`src/design/hsb_pkg.sv`:
```
// ----------------------------------------------------------------------------
// hsb_pkg - shared types and constants for the height-field shader blend
// Widths, operator codes, rounding constants and the stage payload structs.
// ----------------------------------------------------------------------------
package hsb_pkg;

  localparam int HEIGHT_BITS      = 24;
  localparam int WEIGHT_FRAC_BITS = 15;
  localparam int WIN_W            = 16;
  localparam int OP_W             = 4;
  localparam int CFG_IDX_W        = 1;
  localparam int CFG_DATA_W       = HEIGHT_BITS;
  localparam int NB_N             = 4;
  localparam int CNT_W            = 3;
  localparam int PIPE_LAT         = 7;

  // clamped weight and its complement scaled by up to four neighbours
  localparam int W_W   = WEIGHT_FRAC_BITS + 1;
  localparam int K_W   = WEIGHT_FRAC_BITS + 3;
  localparam int SUM_W = HEIGHT_BITS + 2;

  // product widths
  localparam int P_W   = HEIGHT_BITS + W_W + 1;
  localparam int HK_W  = HEIGHT_BITS + K_W + 1;
  localparam int WS_W  = SUM_W + W_W + 1;
  localparam int WW_W  = 2 * W_W;
  localparam int QA_W  = HEIGHT_BITS + WW_W + 1;

  // unrounded numerator and the value after the power-of-two shift
  localparam int NUM_W = HEIGHT_BITS + WEIGHT_FRAC_BITS + 5;
  localparam int XW    = NUM_W - WEIGHT_FRAC_BITS;

  // divide by three: bias to non-negative, multiply by a rounded-up reciprocal
  localparam int UW      = XW + 2;
  localparam int MW      = UW + 1;
  localparam int PROD_W  = UW + MW;
  localparam int DIV3_SH = UW + 2;
  localparam logic [63:0]   DIV3_M_FULL = ((64'd1 << DIV3_SH) + 64'd2) / 64'd3;
  localparam logic [MW-1:0] DIV3_M      = DIV3_M_FULL[MW-1:0];
  localparam logic [UW-1:0] DIV3_BIAS   = UW'(3) << (XW - 1);
  localparam logic [XW:0]   DIV3_OFS    = (XW + 1)'(1) << (XW - 1);

  localparam logic [W_W-1:0] ONE_W = W_W'(1) << WEIGHT_FRAC_BITS;

  localparam logic signed [NUM_W-1:0] RND_HALF       = NUM_W'(1) << (WEIGHT_FRAC_BITS - 1);
  localparam logic signed [NUM_W-1:0] RND_ONE        = NUM_W'(1) << WEIGHT_FRAC_BITS;
  localparam logic signed [NUM_W-1:0] RND_TWO        = NUM_W'(1) << (WEIGHT_FRAC_BITS + 1);
  localparam logic signed [NUM_W-1:0] RND_THREE_HALF = NUM_W'(3) << (WEIGHT_FRAC_BITS - 1);

  localparam logic signed [XW-1:0] HMAX_X = XW'((64'sd1 <<< (HEIGHT_BITS - 1)) - 64'sd1);
  localparam logic signed [XW-1:0] HMIN_X = XW'(-(64'sd1 <<< (HEIGHT_BITS - 1)));

  typedef enum logic [OP_W-1:0] {
    OP_ADD      = 4'd0,
    OP_MAX      = 4'd1,
    OP_MIN      = 4'd2,
    OP_MULTIPLY = 4'd3,
    OP_REPLACE  = 4'd4,
    OP_SUBTRACT = 4'd5,
    OP_FILTER   = 4'd6,
    OP_SMOOTH   = 4'd7,
    OP_AVERAGE  = 4'd8
  } op_e;

  typedef enum logic [CFG_IDX_W-1:0] {
    CFG_OP_SELECT     = 1'b0,
    CFG_HEIGHT_AMOUNT = 1'b1
  } cfg_idx_e;

  // final divisor as a power of two: one, two or four times the weight unit
  typedef enum logic [1:0] {
    SH_ONE,
    SH_TWO,
    SH_FOUR
  } shift_e;

  typedef struct packed {
    op_e                     op;
    logic                    smooth_en;
    logic [CNT_W-1:0]        cnt;
    logic [HEIGHT_BITS-1:0]  h;
    logic [P_W-1:0]          p;
    logic [HK_W-1:0]         hk;
    logic [WW_W-1:0]         ww;
    logic [WS_W-1:0]         ws;
  } s2_t;

  typedef struct packed {
    logic [NUM_W-1:0] num;
    shift_e           sh;
    logic             div3;
  } s4_t;

endpackage

```
`src/design/hsb_front.sv`:
```
// ----------------------------------------------------------------------------
// hsb_front - operand preparation and product stage
// Clamps weights, sums present neighbours, then forms the height products.
// ----------------------------------------------------------------------------
module hsb_front import hsb_pkg::*; (
  input  logic                          clk_i,
  input  logic                          rst_ni,
  input  logic                          valid_i,
  input  op_e                           op_i,
  input  logic signed [HEIGHT_BITS-1:0] amount_i,
  input  logic signed [HEIGHT_BITS-1:0] h_i,
  input  logic signed [HEIGHT_BITS-1:0] nb_i [NB_N],
  input  logic [NB_N-1:0]               has_i,
  input  logic [WIN_W-1:0]              shader_i,
  input  logic [WIN_W-1:0]              effect_i,
  output logic                          valid_o,
  output s2_t                           s2_o
);

  function automatic logic [W_W-1:0] clamp_w(input logic [WIN_W-1:0] v);
    logic gt;
    gt = {1'b0, v} > ((WIN_W + 1)'(1) << WEIGHT_FRAC_BITS);
    return gt ? ONE_W : W_W'(v);
  endfunction

  logic [W_W-1:0]          w_d, e_d, wsel_d;
  logic [K_W-1:0]          k_d, kb_d;
  logic signed [SUM_W-1:0] sum_d;
  logic [CNT_W-1:0]        cnt_d;
  logic                    en_d;

  logic                          v1_q;
  op_e                           op1_q;
  logic signed [HEIGHT_BITS-1:0] h1_q;
  logic [W_W-1:0]                w1_q, wsel1_q;
  logic [K_W-1:0]                k1_q;
  logic signed [SUM_W-1:0]       sum1_q;
  logic [CNT_W-1:0]              cnt1_q;
  logic                          en1_q;

  logic signed [P_W-1:0]  p_d;
  logic signed [HK_W-1:0] hk_d;
  logic [WW_W-1:0]        ww_d;
  logic signed [WS_W-1:0] ws_d;
  logic                   v2_q;
  s2_t                    s2_q;

  // stage 1: weights, neighbour sum, multiplier operand selection
  always_comb begin
    w_d   = clamp_w(shader_i);
    e_d   = clamp_w(effect_i);
    sum_d = '0;
    cnt_d = '0;
    for (int i = 0; i < NB_N; i++) begin
      if (has_i[i]) begin
        sum_d = sum_d + SUM_W'(nb_i[i]);
        cnt_d = cnt_d + CNT_W'(1);
      end
    end
    en_d   = (w_d != '0) && (cnt_d >= CNT_W'(2));
    kb_d   = K_W'(ONE_W - w_d);
    wsel_d = (op_i == OP_AVERAGE) ? e_d : w_d;
    case (op_i)
      OP_AVERAGE: k_d = (K_W'(ONE_W) << 1) - K_W'(e_d);
      OP_SMOOTH: begin
        if (cnt_d == CNT_W'(4)) begin
          k_d = kb_d << 2;
        end else if (cnt_d == CNT_W'(3)) begin
          k_d = kb_d + (kb_d << 1);
        end else begin
          k_d = kb_d << 1;
        end
      end
      default: k_d = kb_d;
    endcase
  end

  always_ff @(posedge clk_i or negedge rst_ni) begin
    if (!rst_ni) begin
      v1_q <= 1'b0;
      v2_q <= 1'b0;
    end else begin
      v1_q <= valid_i;
      v2_q <= v1_q;
    end
  end

  always_ff @(posedge clk_i) begin
    op1_q   <= op_i;
    h1_q    <= h_i;
    w1_q    <= w_d;
    wsel1_q <= wsel_d;
    k1_q    <= k_d;
    sum1_q  <= sum_d;
    cnt1_q  <= cnt_d;
    en1_q   <= en_d;
  end

  // stage 2: parallel products
  always_comb begin
    p_d  = $signed({1'b0, w1_q}) * amount_i;
    hk_d = h1_q * $signed({1'b0, k1_q});
    ww_d = w1_q * wsel1_q;
    ws_d = $signed({1'b0, w1_q}) * sum1_q;
  end

  always_ff @(posedge clk_i) begin
    s2_q.op        <= op1_q;
    s2_q.smooth_en <= en1_q;
    s2_q.cnt       <= cnt1_q;
    s2_q.h         <= h1_q;
    s2_q.p         <= p_d;
    s2_q.hk        <= hk_d;
    s2_q.ww        <= ww_d;
    s2_q.ws        <= ws_d;
  end

  assign valid_o = v2_q;
  assign s2_o    = s2_q;

endmodule

```
`config.mk`:
```
export PLATFORM = sky130hd
export DESIGN_NAME = hsb_front
export DESIGN_NICKNAME = d
export VERILOG_FILES = /design/src/design/hsb_pkg.sv /design/src/design/hsb_front.sv
export SDC_FILE = /design/constraint.sdc
export NUM_CORES = 2
export LEC_CHECK = 0
export ABC_CLOCK_PERIOD_IN_PS = 7900
export BUFFER_PORTS_ARGS = -buffer_cell sky130_fd_sc_hd__clkbuf_2
export CORE_UTILIZATION = 35
export DETAILED_ROUTE_END_ITERATION = 10
export PLACE_DENSITY_LB_ADDON = 0.05
export SLEW_MARGIN = 0
export SYNTH_ARGS = -nofsm -noshare
export SYNTH_HDL_FRONTEND = slang
export SYNTH_SLANG_ARGS = --single-unit
```
`constraint.sdc`:
```
create_clock -name clk_i -period 7.9 [get_ports clk_i]
set_input_delay 0.79 -clock clk_i [delete_from_list [all_inputs] [get_ports clk_i]]
set_output_delay 0.79 -clock clk_i [all_outputs]
set_load 0.02 [all_outputs]
```
==> out/qor.yml <==
grt_usage_pct: 21.5
cts_tree: "yes"
first_pass_iters: 5
fillers: 19200
synth_ff_type: "dfxtp_1"
cp.required_ns: 8.49
crit_path_end_kind: "register"
rsz0062_at_grt: "no"
syn_to_final_growth_pct: 10.4
tightest_slew_ns: 1.03
arrival_ns: 7.97
status: "finished clean"
die_area_mm2: 0.188
holdCritStartpoint: "h_i[13]"
drc_errors: 0
setup_viol: 0
yosysTopAreaCellShare_pct: 43.1
hp-class: "in2reg"
place.gp.congestion: 0.856
fin_setup_tns_ns: 0
ys_ff_latch: 301
cts-root-buf: "clkbuf_16"
period_share_pct: 93.5
cp_slowest_cell: "dfxtp_2"
crit_start: "w1_q[8]"
final_layout_size_suffix_gt1_share_pct: 9.11
io_buffer_count: 378
viasPerCell: 4.76
critical_path_class: "reg2reg"
synth_most_common_cell: "inv_1"
grt_max_degree: 43
synth_top_area_cell: "fa_1"
reg2reg_depth: 24
numClockSinks: 301
rows: 158
worst-path-max-fanout: 25
syn-num-nets: 9414
syn_area_mm2: 0.0653
skew_ns: 0.0397
final_nets: 9708
slew-limit-headroom_pct: 31.5
totalWireLength_mm: 194
dp.final_hpwl_mm: 163
start_util_pct: 35.2
crit_chain: "buf_4 > buf_4 > nand2_1 > fa_1 > inv_1 > fa_1 > fa_1 > fa_1 > inv_1 > fa_1 > inv_1 > fa_1 > ha_1 > nor2b_1 > o21ai_0 > a21oi_1 > o211ai_1 > o211ai_1 > buf_4 > o31ai_1 > buf_4 > o211ai_1 > a2111o_1 > o211ai_1"
cts_inserted_buffers: 45
finalCoreUtilization_pct: 38.9
cpPeakStageDelay_ns: 0.82
synthArstFlopShare_pct: 0.664
crit_end: "s2_o[158]"
period_minus_slack_ns: 7.38
vias: 48200
r2r-end: "s2_o[158]"
r2r_start: "w1_q[8]"
clkLatencyLatePin_ns: 0.70
ys_seq_area_share_pct: 9.24
antenna_found_initial: 14
maxCapViolCount: 0
htreeDepth: 2
synthCells: 7304
slew_viol_final: 0
cp-start-kind: "register"
wl_per_cell_um: 19.2
cp_common_cell: "fa_1"
core_mm2: 0.185
grt-ovfl-total: 0
avgSynthCellArea_um2: 8.94
rrSetupSlack_ns: 0.52
yosys-top-cells-count: "inv_1 (1674), fa_1 (1408), nand2_1 (1094)"
die_y_um: 434
synth_edf_count: 0
synth_warnings: 0
die_w_um: 434
synthTopCellsByArea: "fa_1 (43%), ha_1 (9.9%), inv_1 (9.6%)"
drtIter0Drc: 2189
yosysUniqueCellTypes: 84
hold_viol: 0
cts_max_path_buffers: 3
grt_pass1_wl_mm: 309
pin_count: 379
antenna_left: 0
fmax_mhz: 135
grt_pass1_vias: 52500
clk_transition_reported_paths_ns: 0.08
critical path, delay by kind of cell, from the launching register on:
kind,cells,cell delay (ns)
compound gates,8,1.64
buf+inv,7,1.17
flops,1,0.82
simple gates,2,0.26
fa+ha+maj,7,3.37
per-stage QoR:
| stage | instances | area, um2 | hold slack [ns] | setup WS (ns) |
|---|---|---|---|---|
| 2_1_floorplan | 7304 | 65300 | 0.310 | 1.25 |
| 3_3_place_gp | 10000 | 70500 | 0.311 | 0.535 |
| 3_5_place_dp | 10000 | 70500 | 0.312 | 0.506 |
| 4_1_cts | 10100 | 72100 | 0.122 | 0.482 |
| 5_1_grt | 10100 | 72100 | 0.151 | 0.0557 |
| 6_report | 10100 | 72100 | 0.200 | 0.515 |
per-layer routing:
metal | vias up | track usage, % | part of all wire [%]
met1 | 24700 | 28.4 | 44
met2 | 878 | 37.2 | 49
met5 | - | 0 | 0.0057
li1 | 22500 | - | -
met3 | 192 | 2.29 | 3.7
met4 | 2 | 5.62 | 2.7
kinds of logic (layout without fill, tap and decap cells):
| kind of cell | Yosys count | after routing | synth area share [%] |
|---|---|---|---|
| multiplexers | 43 | 43 | 0.737 |
| adder cells (fa/ha/maj) | 1925 | 1925 | 53.0 |
| AO/OA/AOI/OAI | 745 | 745 | 7.38 |
| flip-flops | 301 | 301 | 9.24 |
| other | 0 | 9 | 0 |
| buffers and inverters | 1973 | 2300 | 11.4 |
| AND/OR/NAND/NOR | 2076 | 2076 | 15.0 |
| XOR/XNOR | 241 | 241 | 3.23 |
layout make-up:
type / count / area [um2] / share of cell area [%]
multi-input cells: 5030 / 51900 / 71.9
clock buffers: 52 / 1180 / 1.64
diodes: 9 / 22.5 / 0.0312
clock inverters: 28 / 398 / 0.552
repair buffers: 542 / 3210 / 4.45
flip-flops and latches: 301 / 6060 / 8.39
well taps: 2480 / 3100 / 4.30
inverters: 1678 / 6300 / 8.73
flip-flops by register name, indices dropped and copies added (netlist names):
signal	flops
sum1_q	26
w1_q	16
valid_o	1
k1_q	18
wsel1_q	16
s2_o	191
op1_q	4
h1_q	24
v1_q	1
en1_q	1
cnt1_q	3
worst min-delay path by stage:
stage	endpoint	slack [ns]	depth (start not counted)
after detailed placement	s2_o[190]	0.31	0
after floorplan	s2_o[183]	0.31	0
after global routing	v1_q	0.15	1
after CTS	v1_q	0.12	1
after global placement	s2_o[190]	0.31	0
final	h1_q[13]	0.20	1
cell usage in the layout (no fill, tap or decap), types with 52 or more instances in the layout:
cell	count
nor2_1	159
a21o_1	93
dfxtp_1	283
xor2_1	69
fa_1	1408
and2_1	574
nand2_1	1094
buf_4	156
ha_1	515
xnor2_1	172
clkbuf_2	378
inv_1	1674
o21ai_0	148
nand3_1	52
a21oi_1	213
repair_timing:
item / 4_1_cts / 5_1_grt
buffers inserted: 0 / 0
resized for setup: 0 / 1
endpoints found under the setup margin: 0 / 2
endpoints found under the hold margin: 2 / 0
hold buffers: 1 / 0
Power is left out: the tool's default activity adds up to more than one toggle a clock period on the data nets, which glitch-free logic cannot reach.
