**src/design/hsb_pkg.sv**
```systemverilog
// ----------------------------------------------------------------------------
// hsb_pkg - shared types and constants for the height-field shader blend
// Widths, operator codes, rounding constants and the stage payload structs.
// ----------------------------------------------------------------------------
package hsb_pkg;

  localparam int HEIGHT_BITS      = 24;
  localparam int WEIGHT_FRAC_BITS = 15;
  localparam int WIN_W            = 16;
  localparam int OP_W             = 4;
  localparam int CFG_IDX_W        = 1;
  localparam int CFG_DATA_W       = HEIGHT_BITS;
  localparam int NB_N             = 4;
  localparam int CNT_W            = 3;
  localparam int PIPE_LAT         = 7;

  // clamped weight and its complement scaled by up to four neighbours
  localparam int W_W   = WEIGHT_FRAC_BITS + 1;
  localparam int K_W   = WEIGHT_FRAC_BITS + 3;
  localparam int SUM_W = HEIGHT_BITS + 2;

  // product widths
  localparam int P_W   = HEIGHT_BITS + W_W + 1;
  localparam int HK_W  = HEIGHT_BITS + K_W + 1;
  localparam int WS_W  = SUM_W + W_W + 1;
  localparam int WW_W  = 2 * W_W;
  localparam int QA_W  = HEIGHT_BITS + WW_W + 1;

  // unrounded numerator and the value after the power-of-two shift
  localparam int NUM_W = HEIGHT_BITS + WEIGHT_FRAC_BITS + 5;
  localparam int XW    = NUM_W - WEIGHT_FRAC_BITS;

  // divide by three: bias to non-negative, multiply by a rounded-up reciprocal
  localparam int UW      = XW + 2;
  localparam int MW      = UW + 1;
  localparam int PROD_W  = UW + MW;
  localparam int DIV3_SH = UW + 2;
  localparam logic [63:0]   DIV3_M_FULL = ((64'd1 << DIV3_SH) + 64'd2) / 64'd3;
  localparam logic [MW-1:0] DIV3_M      = DIV3_M_FULL[MW-1:0];
  localparam logic [UW-1:0] DIV3_BIAS   = UW'(3) << (XW - 1);
  localparam logic [XW:0]   DIV3_OFS    = (XW + 1)'(1) << (XW - 1);

  localparam logic [W_W-1:0] ONE_W = W_W'(1) << WEIGHT_FRAC_BITS;

  localparam logic signed [NUM_W-1:0] RND_HALF       = NUM_W'(1) << (WEIGHT_FRAC_BITS - 1);
  localparam logic signed [NUM_W-1:0] RND_ONE        = NUM_W'(1) << WEIGHT_FRAC_BITS;
  localparam logic signed [NUM_W-1:0] RND_TWO        = NUM_W'(1) << (WEIGHT_FRAC_BITS + 1);
  localparam logic signed [NUM_W-1:0] RND_THREE_HALF = NUM_W'(3) << (WEIGHT_FRAC_BITS - 1);

  localparam logic signed [XW-1:0] HMAX_X = XW'((64'sd1 <<< (HEIGHT_BITS - 1)) - 64'sd1);
  localparam logic signed [XW-1:0] HMIN_X = XW'(-(64'sd1 <<< (HEIGHT_BITS - 1)));

  typedef enum logic [OP_W-1:0] {
    OP_ADD      = 4'd0,
    OP_MAX      = 4'd1,
    OP_MIN      = 4'd2,
    OP_MULTIPLY = 4'd3,
    OP_REPLACE  = 4'd4,
    OP_SUBTRACT = 4'd5,
    OP_FILTER   = 4'd6,
    OP_SMOOTH   = 4'd7,
    OP_AVERAGE  = 4'd8
  } op_e;

  typedef enum logic [CFG_IDX_W-1:0] {
    CFG_OP_SELECT     = 1'b0,
    CFG_HEIGHT_AMOUNT = 1'b1
  } cfg_idx_e;

  // final divisor as a power of two: one, two or four times the weight unit
  typedef enum logic [1:0] {
    SH_ONE,
    SH_TWO,
    SH_FOUR
  } shift_e;

  typedef struct packed {
    op_e                     op;
    logic                    smooth_en;
    logic [CNT_W-1:0]        cnt;
    logic [HEIGHT_BITS-1:0]  h;
    logic [P_W-1:0]          p;
    logic [HK_W-1:0]         hk;
    logic [WW_W-1:0]         ww;
    logic [WS_W-1:0]         ws;
  } s2_t;

  typedef struct packed {
    logic [NUM_W-1:0] num;
    shift_e           sh;
    logic             div3;
  } s4_t;

endpackage

```
**src/design/hsb_combine.sv**
```systemverilog
// ----------------------------------------------------------------------------
// hsb_combine - operator selection and numerator assembly
// Builds the unrounded numerator per operator and folds in the weight-squared term.
// ----------------------------------------------------------------------------
module hsb_combine import hsb_pkg::*; (
  input  logic                          clk_i,
  input  logic                          rst_ni,
  input  logic                          valid_i,
  input  s2_t                           s2_i,
  input  logic signed [HEIGHT_BITS-1:0] amount_i,
  output logic                          valid_o,
  output s4_t                           s4_o
);

  logic signed [NUM_W-1:0] hx, px, hkx, wsx, num_d;
  shift_e                  sh_d;
  logic                    div3_d, useqa_d;
  logic signed [QA_W-1:0]  qa_d;

  logic                    v3_q, v4_q;
  logic signed [NUM_W-1:0] num3_q;
  shift_e                  sh3_q;
  logic                    div3_3_q, useqa3_q;
  logic signed [QA_W-1:0]  qa3_q;
  logic signed [NUM_W-1:0] qs, num4_d;
  s4_t                     s4_q;

  // stage 3: per-operator numerator; rounding constant included
  always_comb begin
    hx      = NUM_W'($signed(s2_i.h)) <<< WEIGHT_FRAC_BITS;
    px      = NUM_W'($signed(s2_i.p));
    hkx     = NUM_W'($signed(s2_i.hk));
    wsx     = NUM_W'($signed(s2_i.ws));
    num_d   = hx;
    sh_d    = SH_ONE;
    div3_d  = 1'b0;
    useqa_d = 1'b0;
    case (s2_i.op)
      OP_ADD:      num_d = hx + px + RND_HALF;
      OP_SUBTRACT: num_d = hx - px + RND_HALF;
      OP_REPLACE:  num_d = px + RND_HALF;
      OP_MULTIPLY: num_d = hx - hkx + RND_HALF;
      OP_MAX:      num_d = (hx < px) ? px + RND_HALF : hx;
      OP_MIN:      num_d = (hx > px) ? px + RND_HALF : hx;
      OP_FILTER: begin
        num_d   = hkx + RND_HALF;
        useqa_d = 1'b1;
      end
      OP_AVERAGE: begin
        num_d   = hkx + RND_ONE;
        sh_d    = SH_TWO;
        useqa_d = 1'b1;
      end
      OP_SMOOTH: begin
        if (s2_i.smooth_en) begin
          if (s2_i.cnt == CNT_W'(2)) begin
            num_d = hkx + wsx + RND_ONE;
            sh_d  = SH_TWO;
          end else if (s2_i.cnt == CNT_W'(3)) begin
            num_d  = hkx + wsx + RND_THREE_HALF;
            div3_d = 1'b1;
          end else begin
            num_d = hkx + wsx + RND_TWO;
            sh_d  = SH_FOUR;
          end
        end
      end
      default: num_d = hx;
    endcase
    qa_d = $signed({1'b0, s2_i.ww}) * amount_i;
  end

  always_ff @(posedge clk_i or negedge rst_ni) begin
    if (!rst_ni) begin
      v3_q <= 1'b0;
      v4_q <= 1'b0;
    end else begin
      v3_q <= valid_i;
      v4_q <= v3_q;
    end
  end

  always_ff @(posedge clk_i) begin
    num3_q   <= num_d;
    sh3_q    <= sh_d;
    div3_3_q <= div3_d;
    useqa3_q <= useqa_d;
    qa3_q    <= qa_d;
  end

  // stage 4: add floor(w*w*A / one) or floor(w*e*A / one)
  always_comb begin
    qs     = NUM_W'(qa3_q >>> WEIGHT_FRAC_BITS);
    num4_d = num3_q + (useqa3_q ? qs : '0);
  end

  always_ff @(posedge clk_i) begin
    s4_q.num  <= num4_d;
    s4_q.sh   <= sh3_q;
    s4_q.div3 <= div3_3_q;
  end

  assign valid_o = v4_q;
  assign s4_o    = s4_q;

endmodule

```
**config.mk**
```make
export PLATFORM = sky130hd
export DESIGN_NAME = hsb_combine
export DESIGN_NICKNAME = d
export VERILOG_FILES = /design/src/design/hsb_pkg.sv /design/src/design/hsb_combine.sv
export SDC_FILE = /design/constraint.sdc
export NUM_CORES = 2
export LEC_CHECK = 0
export BUFFER_PORTS_ARGS = -buffer_cell sky130_fd_sc_hd__buf_4
export CAP_MARGIN = 20
export CORE_ASPECT_RATIO = 1.1
export CORE_MARGIN = 2
export CORE_UTILIZATION = 39
export CTS_CLUSTER_DIAMETER = 80
export DETAILED_ROUTE_END_ITERATION = 10
export GPL_TIMING_DRIVEN = 1
export SLEW_MARGIN = 5
export SYNTH_ARGS = -nofsm -noshare
export SYNTH_HDL_FRONTEND = slang
export SYNTH_SLANG_ARGS = --single-unit
```
**constraint.sdc**
```tcl
create_clock -name clk_i -period 4.36 [get_ports clk_i]
set_input_delay 0.872 -clock clk_i [delete_from_list [all_inputs] [get_ports clk_i]]
set_output_delay 0.872 -clock clk_i [all_outputs]
set_load 0.01 [all_outputs]
```
==> results.sh <==
export IMPL_worst_path_max_fanout=18
export IMPL_yosysSeqAreaShare=0.0670
export IMPL_path_class="in -> reg"
export IMPL_utilization=0.511
export IMPL_cts_buffers=17
export IMPL_maxSlewViolCount=0
export IMPL_hold_class="in -> async"
export IMPL_cts_root_buf="clkbuf_16"
export IMPL_synth_flop_cell="dfxtp_1"
export IMPL_dpl_cell_count=7288
export IMPL_clkTransAtPathRegs_ns=0.07
export IMPL_relSlewSlack=0.431
export IMPL_dr_pass1_iters=6
export IMPL_antenna_left=0
export IMPL_rsz0062_at_grt="yes"
export IMPL_worstPathArrival_ns=7.57
export IMPL_synth_area_sq_um=41700
export IMPL_syn_mean_instance_area_sq_um=8.17
export IMPL_ios=266
export IMPL_drv_cap=0
export IMPL_yosys_area_top_type="fa_1"
export IMPL_post_route_period_util=1.66
export IMPL_path_buf_inv=4
export IMPL_r2r_cells=16
export IMPL_cts_max_level=4
export IMPL_post_drt_wl_per_cell_microns=21.3
export IMPL_die_w_microns=316
export IMPL_syn2layout_area_growth_pct=29.7
export IMPL_crit_path_start="amount_i[2]"
export IMPL_fin_cells=7392
export IMPL_grt_pass1_vias=40492
export IMPL_endpoint="qa3_q[56]$_DFF_P_"
export IMPL_regToRegSetupSlack_ns=0.40
export IMPL_violations="negative setup slack"
export IMPL_critPathMostFrequentCell="fa_1"
export IMPL_fmax_mhz=138
export IMPL_via_count=40097
export IMPL_worst_setup_path_end_kind="register"
export IMPL_start_util=0.394
export IMPL_r2r_end="s4_o[45]$_DFF_P_"
export IMPL_cp_depth=24
export IMPL_cts_sinks=139
export IMPL_clock_latency_ns=0.44
export IMPL_worst_slew_pin_slew_ns=0.843
export IMPL_crit_family="adder cells"
export IMPL_final_common_cell="buf_4"
export IMPL_setup_violations=42
export IMPL_max_stage_delay_ns=0.54
export IMPL_port_buffers=265
export IMPL_start_kind="input port"
export IMPL_syn_inst=5106
export IMPL_ys_ff_latch=139
export IMPL_grt_max_degree=43
export IMPL_tritoncts="yes"
export IMPL_via_per_inst=5.42
export IMPL_synth_nets=6374
export IMPL_gp_congestion=1.04
export IMPL_synth_edff_count=0
export IMPL_global_route_overflow_total=0
export IMPL_routed_wl_mm=157
export IMPL_drc=0
export IMPL_ys_async_sr_fraction=0.0144
export IMPL_first_iter_violations=3377
export IMPL_cts_path_max_buffers=2
export IMPL_hold_viol_final=0
export IMPL_yosysTopAreaCellShare=0.317
export IMPL_reg2reg_from="useqa3_q$_DFF_P_"
export IMPL_crit_required_ns=4.70
export IMPL_final_setup_skew_ns=0.0150
export IMPL_fp_coreArea_sq_um=106000
export IMPL_grt_pass1_wl_mm=240
export IMPL_drive_above_1_share=0.241
export IMPL_synthTopCellsByArea="fa_1, ha_1, inv_1"
export IMPL_ys_warn_count=0
export IMPL_postCtsHoldBufs=0
export IMPL_yosysUniqueCellTypes=95
export IMPL_place_hpwl_mm=131
export IMPL_placed_cell_area_sq_um=50800
export IMPL_slowest_stage="fa_1"
export IMPL_timing_hold_ws_ns=0.195
export IMPL_fin_nets=7243
export IMPL_dieArea_sq_um=110000
export IMPL_cp_cell_sequence="buf_12 > buf_6 > and2_4 > fa_1 > inv_1 > fa_1 > fa_2 > fa_2 > fa_1 > inv_2 > fa_1 > fa_1 > ha_4 > and3_4 > and3_4 > a22oi_2 > nand3_2 > o31a_1 > a21bo_2 > a41o_1 > a221o_1 > a211o_1 > a21oi_2 > xnor2_1"
export IMPL_final_cell_area_sq_um=54100
export IMPL_rows=125
export IMPL_antenna_found_initial=11
export IMPL_layout_setup_ws_ns=-2.87
export IMPL_layout_common_cells="buf_4, inv_1, fa_1, nand2_1, and2_1"
export IMPL_status="finished, violations left"
export IMPL_layout_min_cycle_time_ns=7.23
export IMPL_die_h_microns=347
export IMPL_track_usage=0.286
cell type report:
cell class | instances | area, sq um
clock buffer | 17 | 425
tap | 1397 | 1750
antenna | 7 | 17.5
fill | 10010 | 51800
multi-input combinational | 3882 | 36200
inverter | 849 | 3190
timing repair buffer | 1086 | 9500
sequential | 139 | 2790
clock inverter | 15 | 219
per-stage QoR:
stage | setup TNS (ns) | worst slack (ns)
6_report | -98.54 | -2.87
5_1_grt | -105.72 | -3.06
4_1_cts | -95.83 | -2.87
3_5_place_dp | -131.87 | -3.61
3_3_place_gp | -130.32 | -3.62
2_1_floorplan | -94.72 | -3.04
synth_stat cells, types with 24 or more instances:
cell        n
ha_1      389
a31oi_1    32
a221o_1    24
nand3_1    77
o211ai_1   34
a211oi_1   37
nand4_1    45
o21bai_1   33
nand2_1   584
and3_1     38
and2_1    436
inv_1     849
nor2b_1    43
fa_1      661
a21o_1     91
o21ai_0   179
dfxtp_1   137
nand2b_1   41
a21oi_1   232
nor3_1     83
o21a_1     27
xnor2_1   125
nor2_1    204
xor2_1     60
o221ai_1   27
a221oi_1   27
clkbuf_1  220
repair_timing:
item,in CTS,in global routing
pin swaps,174,158
resized for setup,297,178
setup endpoints to repair,50,62
cloned,10,3
buffers inserted,36,26
registers in the layout, indices dropped and copies added, names as in the netlist:
| register | flops |
|---|---|
| sh3_q | 2 |
| qa3_q | 42 |
| v3_q | 1 |
| useqa3_q | 1 |
| s4_o | 47 |
| div3_3_q | 1 |
| num3_q | 44 |
| valid_o | 1 |
how the worst min path moves through the flow:
stage	startpoint	end	slack, ns	cells past startpoint
2_1_floorplan	div3_3_q$_SDFF_PP0_	s4_o[0]$_DFF_P_	0.31	0
3_3_place_gp	sh3_q[0]$_DFF_P_	s4_o[1]$_DFF_P_	0.31	0
3_5_place_dp	div3_3_q$_SDFF_PP0_	s4_o[0]$_DFF_P_	0.31	0
4_1_cts	rst_ni	v3_q$_DFF_PN0_	0.18	1
5_1_grt	rst_ni	v3_q$_DFF_PN0_	0.18	1
6_report	rst_ni	v3_q$_DFF_PN0_	0.20	1
metal layers:
layer  part of all wire  global-route usage  up-vias
li1                   -                   -    18462
met1               0.42               0.396    19609
met2               0.44               0.440     1697
met3              0.083              0.0434      325
met4              0.054               0.125        4
met5            0.00017                   0        -
logic make-up after synthesis:
logic type,synth area share
compound gates,0.156
xor+xnor,0.0389
fa+ha+maj,0.434
buf+inv,0.0981
flops,0.0670
mux,0.00276
simple gates,0.204
Power is not shown: default switching activity piles up to over one toggle a cycle in this logic, so the estimate is an artifact.
