### src/design/hsb_pkg.sv
// ----------------------------------------------------------------------------
// hsb_pkg - shared types and constants for the height-field shader blend
// Widths, operator codes, rounding constants and the stage payload structs.
// ----------------------------------------------------------------------------
package hsb_pkg;

  localparam int HEIGHT_BITS      = 24;
  localparam int WEIGHT_FRAC_BITS = 15;
  localparam int WIN_W            = 16;
  localparam int OP_W             = 4;
  localparam int CFG_IDX_W        = 1;
  localparam int CFG_DATA_W       = HEIGHT_BITS;
  localparam int NB_N             = 4;
  localparam int CNT_W            = 3;
  localparam int PIPE_LAT         = 7;

  // clamped weight and its complement scaled by up to four neighbours
  localparam int W_W   = WEIGHT_FRAC_BITS + 1;
  localparam int K_W   = WEIGHT_FRAC_BITS + 3;
  localparam int SUM_W = HEIGHT_BITS + 2;

  // product widths
  localparam int P_W   = HEIGHT_BITS + W_W + 1;
  localparam int HK_W  = HEIGHT_BITS + K_W + 1;
  localparam int WS_W  = SUM_W + W_W + 1;
  localparam int WW_W  = 2 * W_W;
  localparam int QA_W  = HEIGHT_BITS + WW_W + 1;

  // unrounded numerator and the value after the power-of-two shift
  localparam int NUM_W = HEIGHT_BITS + WEIGHT_FRAC_BITS + 5;
  localparam int XW    = NUM_W - WEIGHT_FRAC_BITS;

  // divide by three: bias to non-negative, multiply by a rounded-up reciprocal
  localparam int UW      = XW + 2;
  localparam int MW      = UW + 1;
  localparam int PROD_W  = UW + MW;
  localparam int DIV3_SH = UW + 2;
  localparam logic [63:0]   DIV3_M_FULL = ((64'd1 << DIV3_SH) + 64'd2) / 64'd3;
  localparam logic [MW-1:0] DIV3_M      = DIV3_M_FULL[MW-1:0];
  localparam logic [UW-1:0] DIV3_BIAS   = UW'(3) << (XW - 1);
  localparam logic [XW:0]   DIV3_OFS    = (XW + 1)'(1) << (XW - 1);

  localparam logic [W_W-1:0] ONE_W = W_W'(1) << WEIGHT_FRAC_BITS;

  localparam logic signed [NUM_W-1:0] RND_HALF       = NUM_W'(1) << (WEIGHT_FRAC_BITS - 1);
  localparam logic signed [NUM_W-1:0] RND_ONE        = NUM_W'(1) << WEIGHT_FRAC_BITS;
  localparam logic signed [NUM_W-1:0] RND_TWO        = NUM_W'(1) << (WEIGHT_FRAC_BITS + 1);
  localparam logic signed [NUM_W-1:0] RND_THREE_HALF = NUM_W'(3) << (WEIGHT_FRAC_BITS - 1);

  localparam logic signed [XW-1:0] HMAX_X = XW'((64'sd1 <<< (HEIGHT_BITS - 1)) - 64'sd1);
  localparam logic signed [XW-1:0] HMIN_X = XW'(-(64'sd1 <<< (HEIGHT_BITS - 1)));

  typedef enum logic [OP_W-1:0] {
    OP_ADD      = 4'd0,
    OP_MAX      = 4'd1,
    OP_MIN      = 4'd2,
    OP_MULTIPLY = 4'd3,
    OP_REPLACE  = 4'd4,
    OP_SUBTRACT = 4'd5,
    OP_FILTER   = 4'd6,
    OP_SMOOTH   = 4'd7,
    OP_AVERAGE  = 4'd8
  } op_e;

  typedef enum logic [CFG_IDX_W-1:0] {
    CFG_OP_SELECT     = 1'b0,
    CFG_HEIGHT_AMOUNT = 1'b1
  } cfg_idx_e;

  // final divisor as a power of two: one, two or four times the weight unit
  typedef enum logic [1:0] {
    SH_ONE,
    SH_TWO,
    SH_FOUR
  } shift_e;

  typedef struct packed {
    op_e                     op;
    logic                    smooth_en;
    logic [CNT_W-1:0]        cnt;
    logic [HEIGHT_BITS-1:0]  h;
    logic [P_W-1:0]          p;
    logic [HK_W-1:0]         hk;
    logic [WW_W-1:0]         ww;
    logic [WS_W-1:0]         ws;
  } s2_t;

  typedef struct packed {
    logic [NUM_W-1:0] num;
    shift_e           sh;
    logic             div3;
  } s4_t;

endpackage

### src/design/hsb_round.sv
// ----------------------------------------------------------------------------
// hsb_round - final division, rounding and saturation
// Shifts by the power-of-two divisor, divides by three where needed, clamps.
// ----------------------------------------------------------------------------
module hsb_round import hsb_pkg::*; (
  input  logic                          clk_i,
  input  logic                          rst_ni,
  input  logic                          valid_i,
  input  s4_t                           s4_i,
  output logic                          done_o,
  output logic signed [HEIGHT_BITS-1:0] result_o,
  output logic                          sat_o
);

  logic signed [NUM_W-1:0]  shifted;
  logic signed [XW-1:0]     x_d;
  logic [UW-1:0]            u_d;
  logic                     v5_q, v6_q, v7_q;
  logic signed [XW-1:0]     x5_q, x6_q;
  logic [UW-1:0]            u5_q;
  logic                     div3_5_q, div3_6_q;
  logic [PROD_W-1:0]        prod_d, prod6_q;
  logic [PROD_W-1:0]        q_full;
  logic [XW-1:0]            q;
  logic [XW:0]              q_ofs;
  logic signed [XW-1:0]     r;
  logic signed [XW-1:0]     res_d;
  logic                     sat_d;
  logic signed [XW-1:0]     res_q;
  logic                     sat_q;

  // stage 5: floor by the power-of-two part of the divisor
  always_comb begin
    case (s4_i.sh)
      SH_ONE:  shifted = $signed(s4_i.num) >>> WEIGHT_FRAC_BITS;
      SH_TWO:  shifted = $signed(s4_i.num) >>> (WEIGHT_FRAC_BITS + 1);
      SH_FOUR: shifted = $signed(s4_i.num) >>> (WEIGHT_FRAC_BITS + 2);
      default: shifted = $signed(s4_i.num) >>> WEIGHT_FRAC_BITS;
    endcase
    x_d = shifted[XW-1:0];
    u_d = UW'(x_d) + DIV3_BIAS;
  end

  // stage 6: reciprocal multiply
  assign prod_d = u5_q * DIV3_M;

  // stage 7: remove the bias, then clamp
  always_comb begin
    q_full = prod6_q >> DIV3_SH;
    q      = q_full[XW-1:0];
    q_ofs  = {1'b0, q} - DIV3_OFS;
    r      = div3_6_q ? $signed(q_ofs[XW-1:0]) : x6_q;
    sat_d  = 1'b0;
    res_d  = r;
    if (r > HMAX_X) begin
      res_d = HMAX_X;
      sat_d = 1'b1;
    end else if (r < HMIN_X) begin
      res_d = HMIN_X;
      sat_d = 1'b1;
    end
  end

  always_ff @(posedge clk_i or negedge rst_ni) begin
    if (!rst_ni) begin
      v5_q <= 1'b0;
      v6_q <= 1'b0;
      v7_q <= 1'b0;
    end else begin
      v5_q <= valid_i;
      v6_q <= v5_q;
      v7_q <= v6_q;
    end
  end

  always_ff @(posedge clk_i) begin
    x5_q     <= x_d;
    u5_q     <= u_d;
    div3_5_q <= s4_i.div3;
    x6_q     <= x5_q;
    prod6_q  <= prod_d;
    div3_6_q <= div3_5_q;
    res_q    <= res_d;
    sat_q    <= sat_d;
  end

  assign done_o   = v7_q;
  assign result_o = res_q[HEIGHT_BITS-1:0];
  assign sat_o    = sat_q;

endmodule

### config.mk
export PLATFORM = sky130hd
export DESIGN_NAME = hsb_round
export DESIGN_NICKNAME = d
export VERILOG_FILES = /design/src/design/hsb_pkg.sv /design/src/design/hsb_round.sv
export SDC_FILE = /design/constraint.sdc
export NUM_CORES = 1
export LEC_CHECK = 0
export BUFFER_PORTS_ARGS = -buffer_cell sky130_fd_sc_hd__buf_2
export CAP_MARGIN = 25
export CORE_MARGIN = 1.5
export CORE_UTILIZATION = 40
export CTS_BUF_LIST = sky130_fd_sc_hd__clkbuf_4 sky130_fd_sc_hd__clkbuf_8 sky130_fd_sc_hd__clkbuf_16
export DETAILED_ROUTE_END_ITERATION = 8
export PLACE_DENSITY = 0.66
export SLEW_MARGIN = 20
export SYNTH_ARGS = -nofsm -noshare
export SYNTH_HDL_FRONTEND = slang
export SYNTH_SLANG_ARGS = --single-unit
### constraint.sdc
create_clock -name clk_i -period 7.4 [get_ports clk_i]
set_clock_uncertainty 0.15 [all_clocks]
set_input_delay 0.74 -clock clk_i [delete_from_list [all_inputs] [get_ports clk_i]]
set_output_delay 0.74 -clock clk_i [all_outputs]
set_load 0.05 [all_outputs]
==> summary.md <==
| Metric | Value |
|---|---|
| Top FF cell, synth | dfxtp_1 |
| Wire length of the first global-routing pass | 53320 um |
| Vias per cell | 4.952 |
| TritonRoute pass-1 iters | 6 |
| Root Driver | clkbuf_16 |
| Min-delay src | div3_5_q$_DFF_P_ |
| Initial antenna violation count | 0 |
| Slew margin rel. | 0.3537 |
| Most common cell after layout, fill and taps aside | inv_1 |
| Starting DRC count in detailed routing | 463 |
| Synthesized area | 14100 sq um |
| FMAX | 139.6 MHz |
| Die area | 36400 sq um |
| Synth Area in Compound Gates | 0.09643 |
| Critical Path RT | 7570 ps |
| GRT Util Overall | 0.1872 |
| Startpoint Class | flop |
| Period utilization | 0.9678 |
| WL/cell | 16.14 um |
| IO Pins | 76 |
| CTS max path bufs | 3 |
| Via count | 9805 |
| Hold EP | div3_6_q$_DFF_P_ |
| Vias in the first global route | 10560 |
| Synth Area in XOR/XNOR | 0.02173 |
| Die Ht | 190.8 um |
| Simple-gate share of the synthesized area | 0.04675 |
| Final setup violation count | 0 |
| Worst r2r path cells | 27 |
| Mapped Nets | 1881 |
| FF-to-FF setup slack | 240 ps |
| Final Hold Fails | 0 |
| CP Capture Type | flop |
| Ys Warns | 0 |
| Row Count | 68 |
| Register area share after synthesis | 0.1685 |
| Status | completed |
| Antenna Nets Post-Route | 0 |
| Total wire length | 31950 um |
| Reg clk slew, reported paths | 60 ps |
| # nets final | 2073 |
| Post-Synth Adder-Cell Area | 0.5679 |
| Seq cells post-synth | 118 |
| Reg-to-Reg End | prod6_q[60]$_DFF_P_ |
| Routability cong. | 0.8753 |
| Input/output buffers | 60 |
| Most frequent cells in the layout | inv_1 (269), ha_1 (266), fa_1 (220), buf_4 (128), dfxtp_1 (110) |
| Final HPWL DP | 27730 um |
| Syn Area/Cell | 10.63 sq um |
| H-tree level count | 4 |
| Share of layout cells above drive strength 1 | 0.1902 |
| Arr. time, crit path | 7340 ps |
| Largest family of logic cells by synthesized area | adder cells |
| CP Class | reg2reg |
| Mux cell area share after synthesis | 0.01703 |
| Number of CTS-inserted buffers | 25 |
| Netlist cell types | 55 |
| Area growth syn-to-layout | 19.49% |
| Worst skew pair latency | 450 ps |
| CTS Sinks | 118 |
| Pins over their slew limit | 0 |
| Hold path cells | 0 |
| Largest net degree at the start of global routing | 57 |
| Post-synth ARST share | 0.02542 |
| Initial core utilization | 0.4073 |
| Antenna Diode Count | 0 |
| Fin crit period | 7162 ps |
| Max-Cap Viols | 0 |
| Worst slew pin tran | 969.5 ps |
| Crit path max fanout | 4 |
| Total grt overflow | 0 |
| Die span in x | 190.8 um |
| Gate Count Post-Synth | 1327 |
| Hold Crit Class | reg2reg |
| CTS tree | yes |
| DR DRC count | 0 |
| Final core utilization | 0.4867 |
| RR Startpoint | u5_q[7]$_DFF_P_ |
| Core ar. | 34630 sq um |
| EDFF count, synth | 0 |
## cell families after synthesis
| family | count (synthesis) |
|---|---|
| DFF | 118 |
| buffers and inverters | 304 |
| AOI/OAI and AO/OA | 210 |
| and+or+nand+nor | 132 |
| adders and majority gates | 504 |
| muxes | 24 |
| xor gates and xnor gates | 35 |
## state kept, by name, summed over array words and instances, names as in the netlist
register	count
u5_q	29
x6_q	28
prod6_q	30
sat_o	1
res_q	24
div3_6_q	1
v5_q	1
done_o	1
x5_q	1
v6_q	1
div3_5_q	1
## stage by stage
stage,std cells,hold WS (ps),TNS (ps),area (sq um),setup WS (ps)
floorplan,1327,159.6,0,14100,467.7
global placement,1938,163.4,0,15830,101.7
detailed placement,1938,162.1,0,15830,23.18
CTS,1974,174.5,0,16580,48.74
global route,1980,171.0,-156.1,16850,-72.48
finish,1980,169.8,0,16850,238.0
## cell type report
cell class	instances	area, sq um
Clock inverter	2	10.01
Tap cell	455	569.3
Inverter	277	1044
Multi-Input combinational cell	905	10820
Sequential cell	118	2384
Timing Repair Buffer	192	1331
Clock buffer	31	695.7
Fill cell	3152	17770
## per-layer routing
layer / track usage / vias to the layer above / part of all wire
li1: - / 4736 / -
met1: 0.2530 / 4864 / 0.45
met2: 0.3226 / 175 / 0.50
met3: 0.02300 / 30 / 0.029
met4: 0.03452 / 0 / 0.020
met5: 0 / - / 0
## worst max path at each step
stage,start,to,depth (start not counted)
after detailed placement,u5_q[9]$_DFF_P_,prod6_q[58]$_DFF_P_,26
after CTS,u5_q[7]$_DFF_P_,prod6_q[58]$_DFF_P_,26
after global placement,u5_q[9]$_DFF_P_,prod6_q[58]$_DFF_P_,24
after floorplan,u5_q[18]$_DFF_P_,prod6_q[58]$_DFF_P_,23
after global routing,u5_q[4]$_DFF_P_,prod6_q[44]$_DFF_P_,29
final,u5_q[7]$_DFF_P_,prod6_q[60]$_DFF_P_,27
## critical path, stage by stage (launching register included)
cell	delay (ps)
dfxtp_2	330
ha_4	290
inv_2	50
fa_2	520
inv_2	50
fa_2	580
inv_2	50
fa_1	500
inv_1	50
fa_1	470
fa_1	490
inv_1	60
fa_1	540
inv_1	50
fa_1	480
ha_4	290
and3_4	170
and2b_2	190
nand4_1	140
o22ai_4	250
a211oi_2	110
buf_4	160
a21oi_4	240
buf_4	180
o21ai_4	70
nor2_2	140
nor2_2	60
o311a_1	340
## cell usage after synthesis, types with 2 or more instances
cell type | count | area [sq um]
ha_1 | 277 | 3466
o21ai_1 | 4 | 20.02
a21oi_1 | 45 | 225.2
inv_1 | 277 | 1040
a31oi_1 | 4 | 25.02
nor3_1 | 5 | 25.02
nand3_1 | 13 | 65.06
nor2_1 | 21 | 78.83
o21bai_1 | 8 | 60.06
o41ai_2 | 2 | 32.53
xor2_1 | 8 | 70.07
o2111ai_1 | 2 | 17.52
nand2b_1 | 4 | 25.02
dfxtp_1 | 115 | 2302
a21o_1 | 30 | 225.2
buf_2 | 2 | 10.01
o21a_1 | 2 | 15.01
fa_1 | 227 | 4544
a221oi_2 | 2 | 30.03
nand2_1 | 54 | 202.7
o211ai_1 | 2 | 15.01
o21ai_0 | 70 | 350.3
dfrtp_1 | 3 | 75.07
and2b_1 | 2 | 15.01
a22oi_1 | 27 | 202.7
clkbuf_1 | 19 | 71.32
nor2b_1 | 4 | 25.02
nor4_1 | 4 | 25.02
xnor2_1 | 27 | 236.5
mux2i_1 | 24 | 240.2
nand4_1 | 10 | 62.56
buf_4 | 2 | 15.01
a311oi_1 | 2 | 17.52
and3_1 | 4 | 25.02
nor3b_1 | 2 | 15.01
buf_1 | 4 | 15.01
## what timing repair did
item,in CTS,in global routing
resized for setup,2,55
hold buffers,1,0
cloned,0,0
endpoints found under the hold margin,3,0
setup buffers,2,6
setup endpoints to repair,1,20
pin swaps,2,25
Power is left out: the tool's default activity adds up to more than one toggle a clock period on the data nets, which glitch-free logic cannot reach.
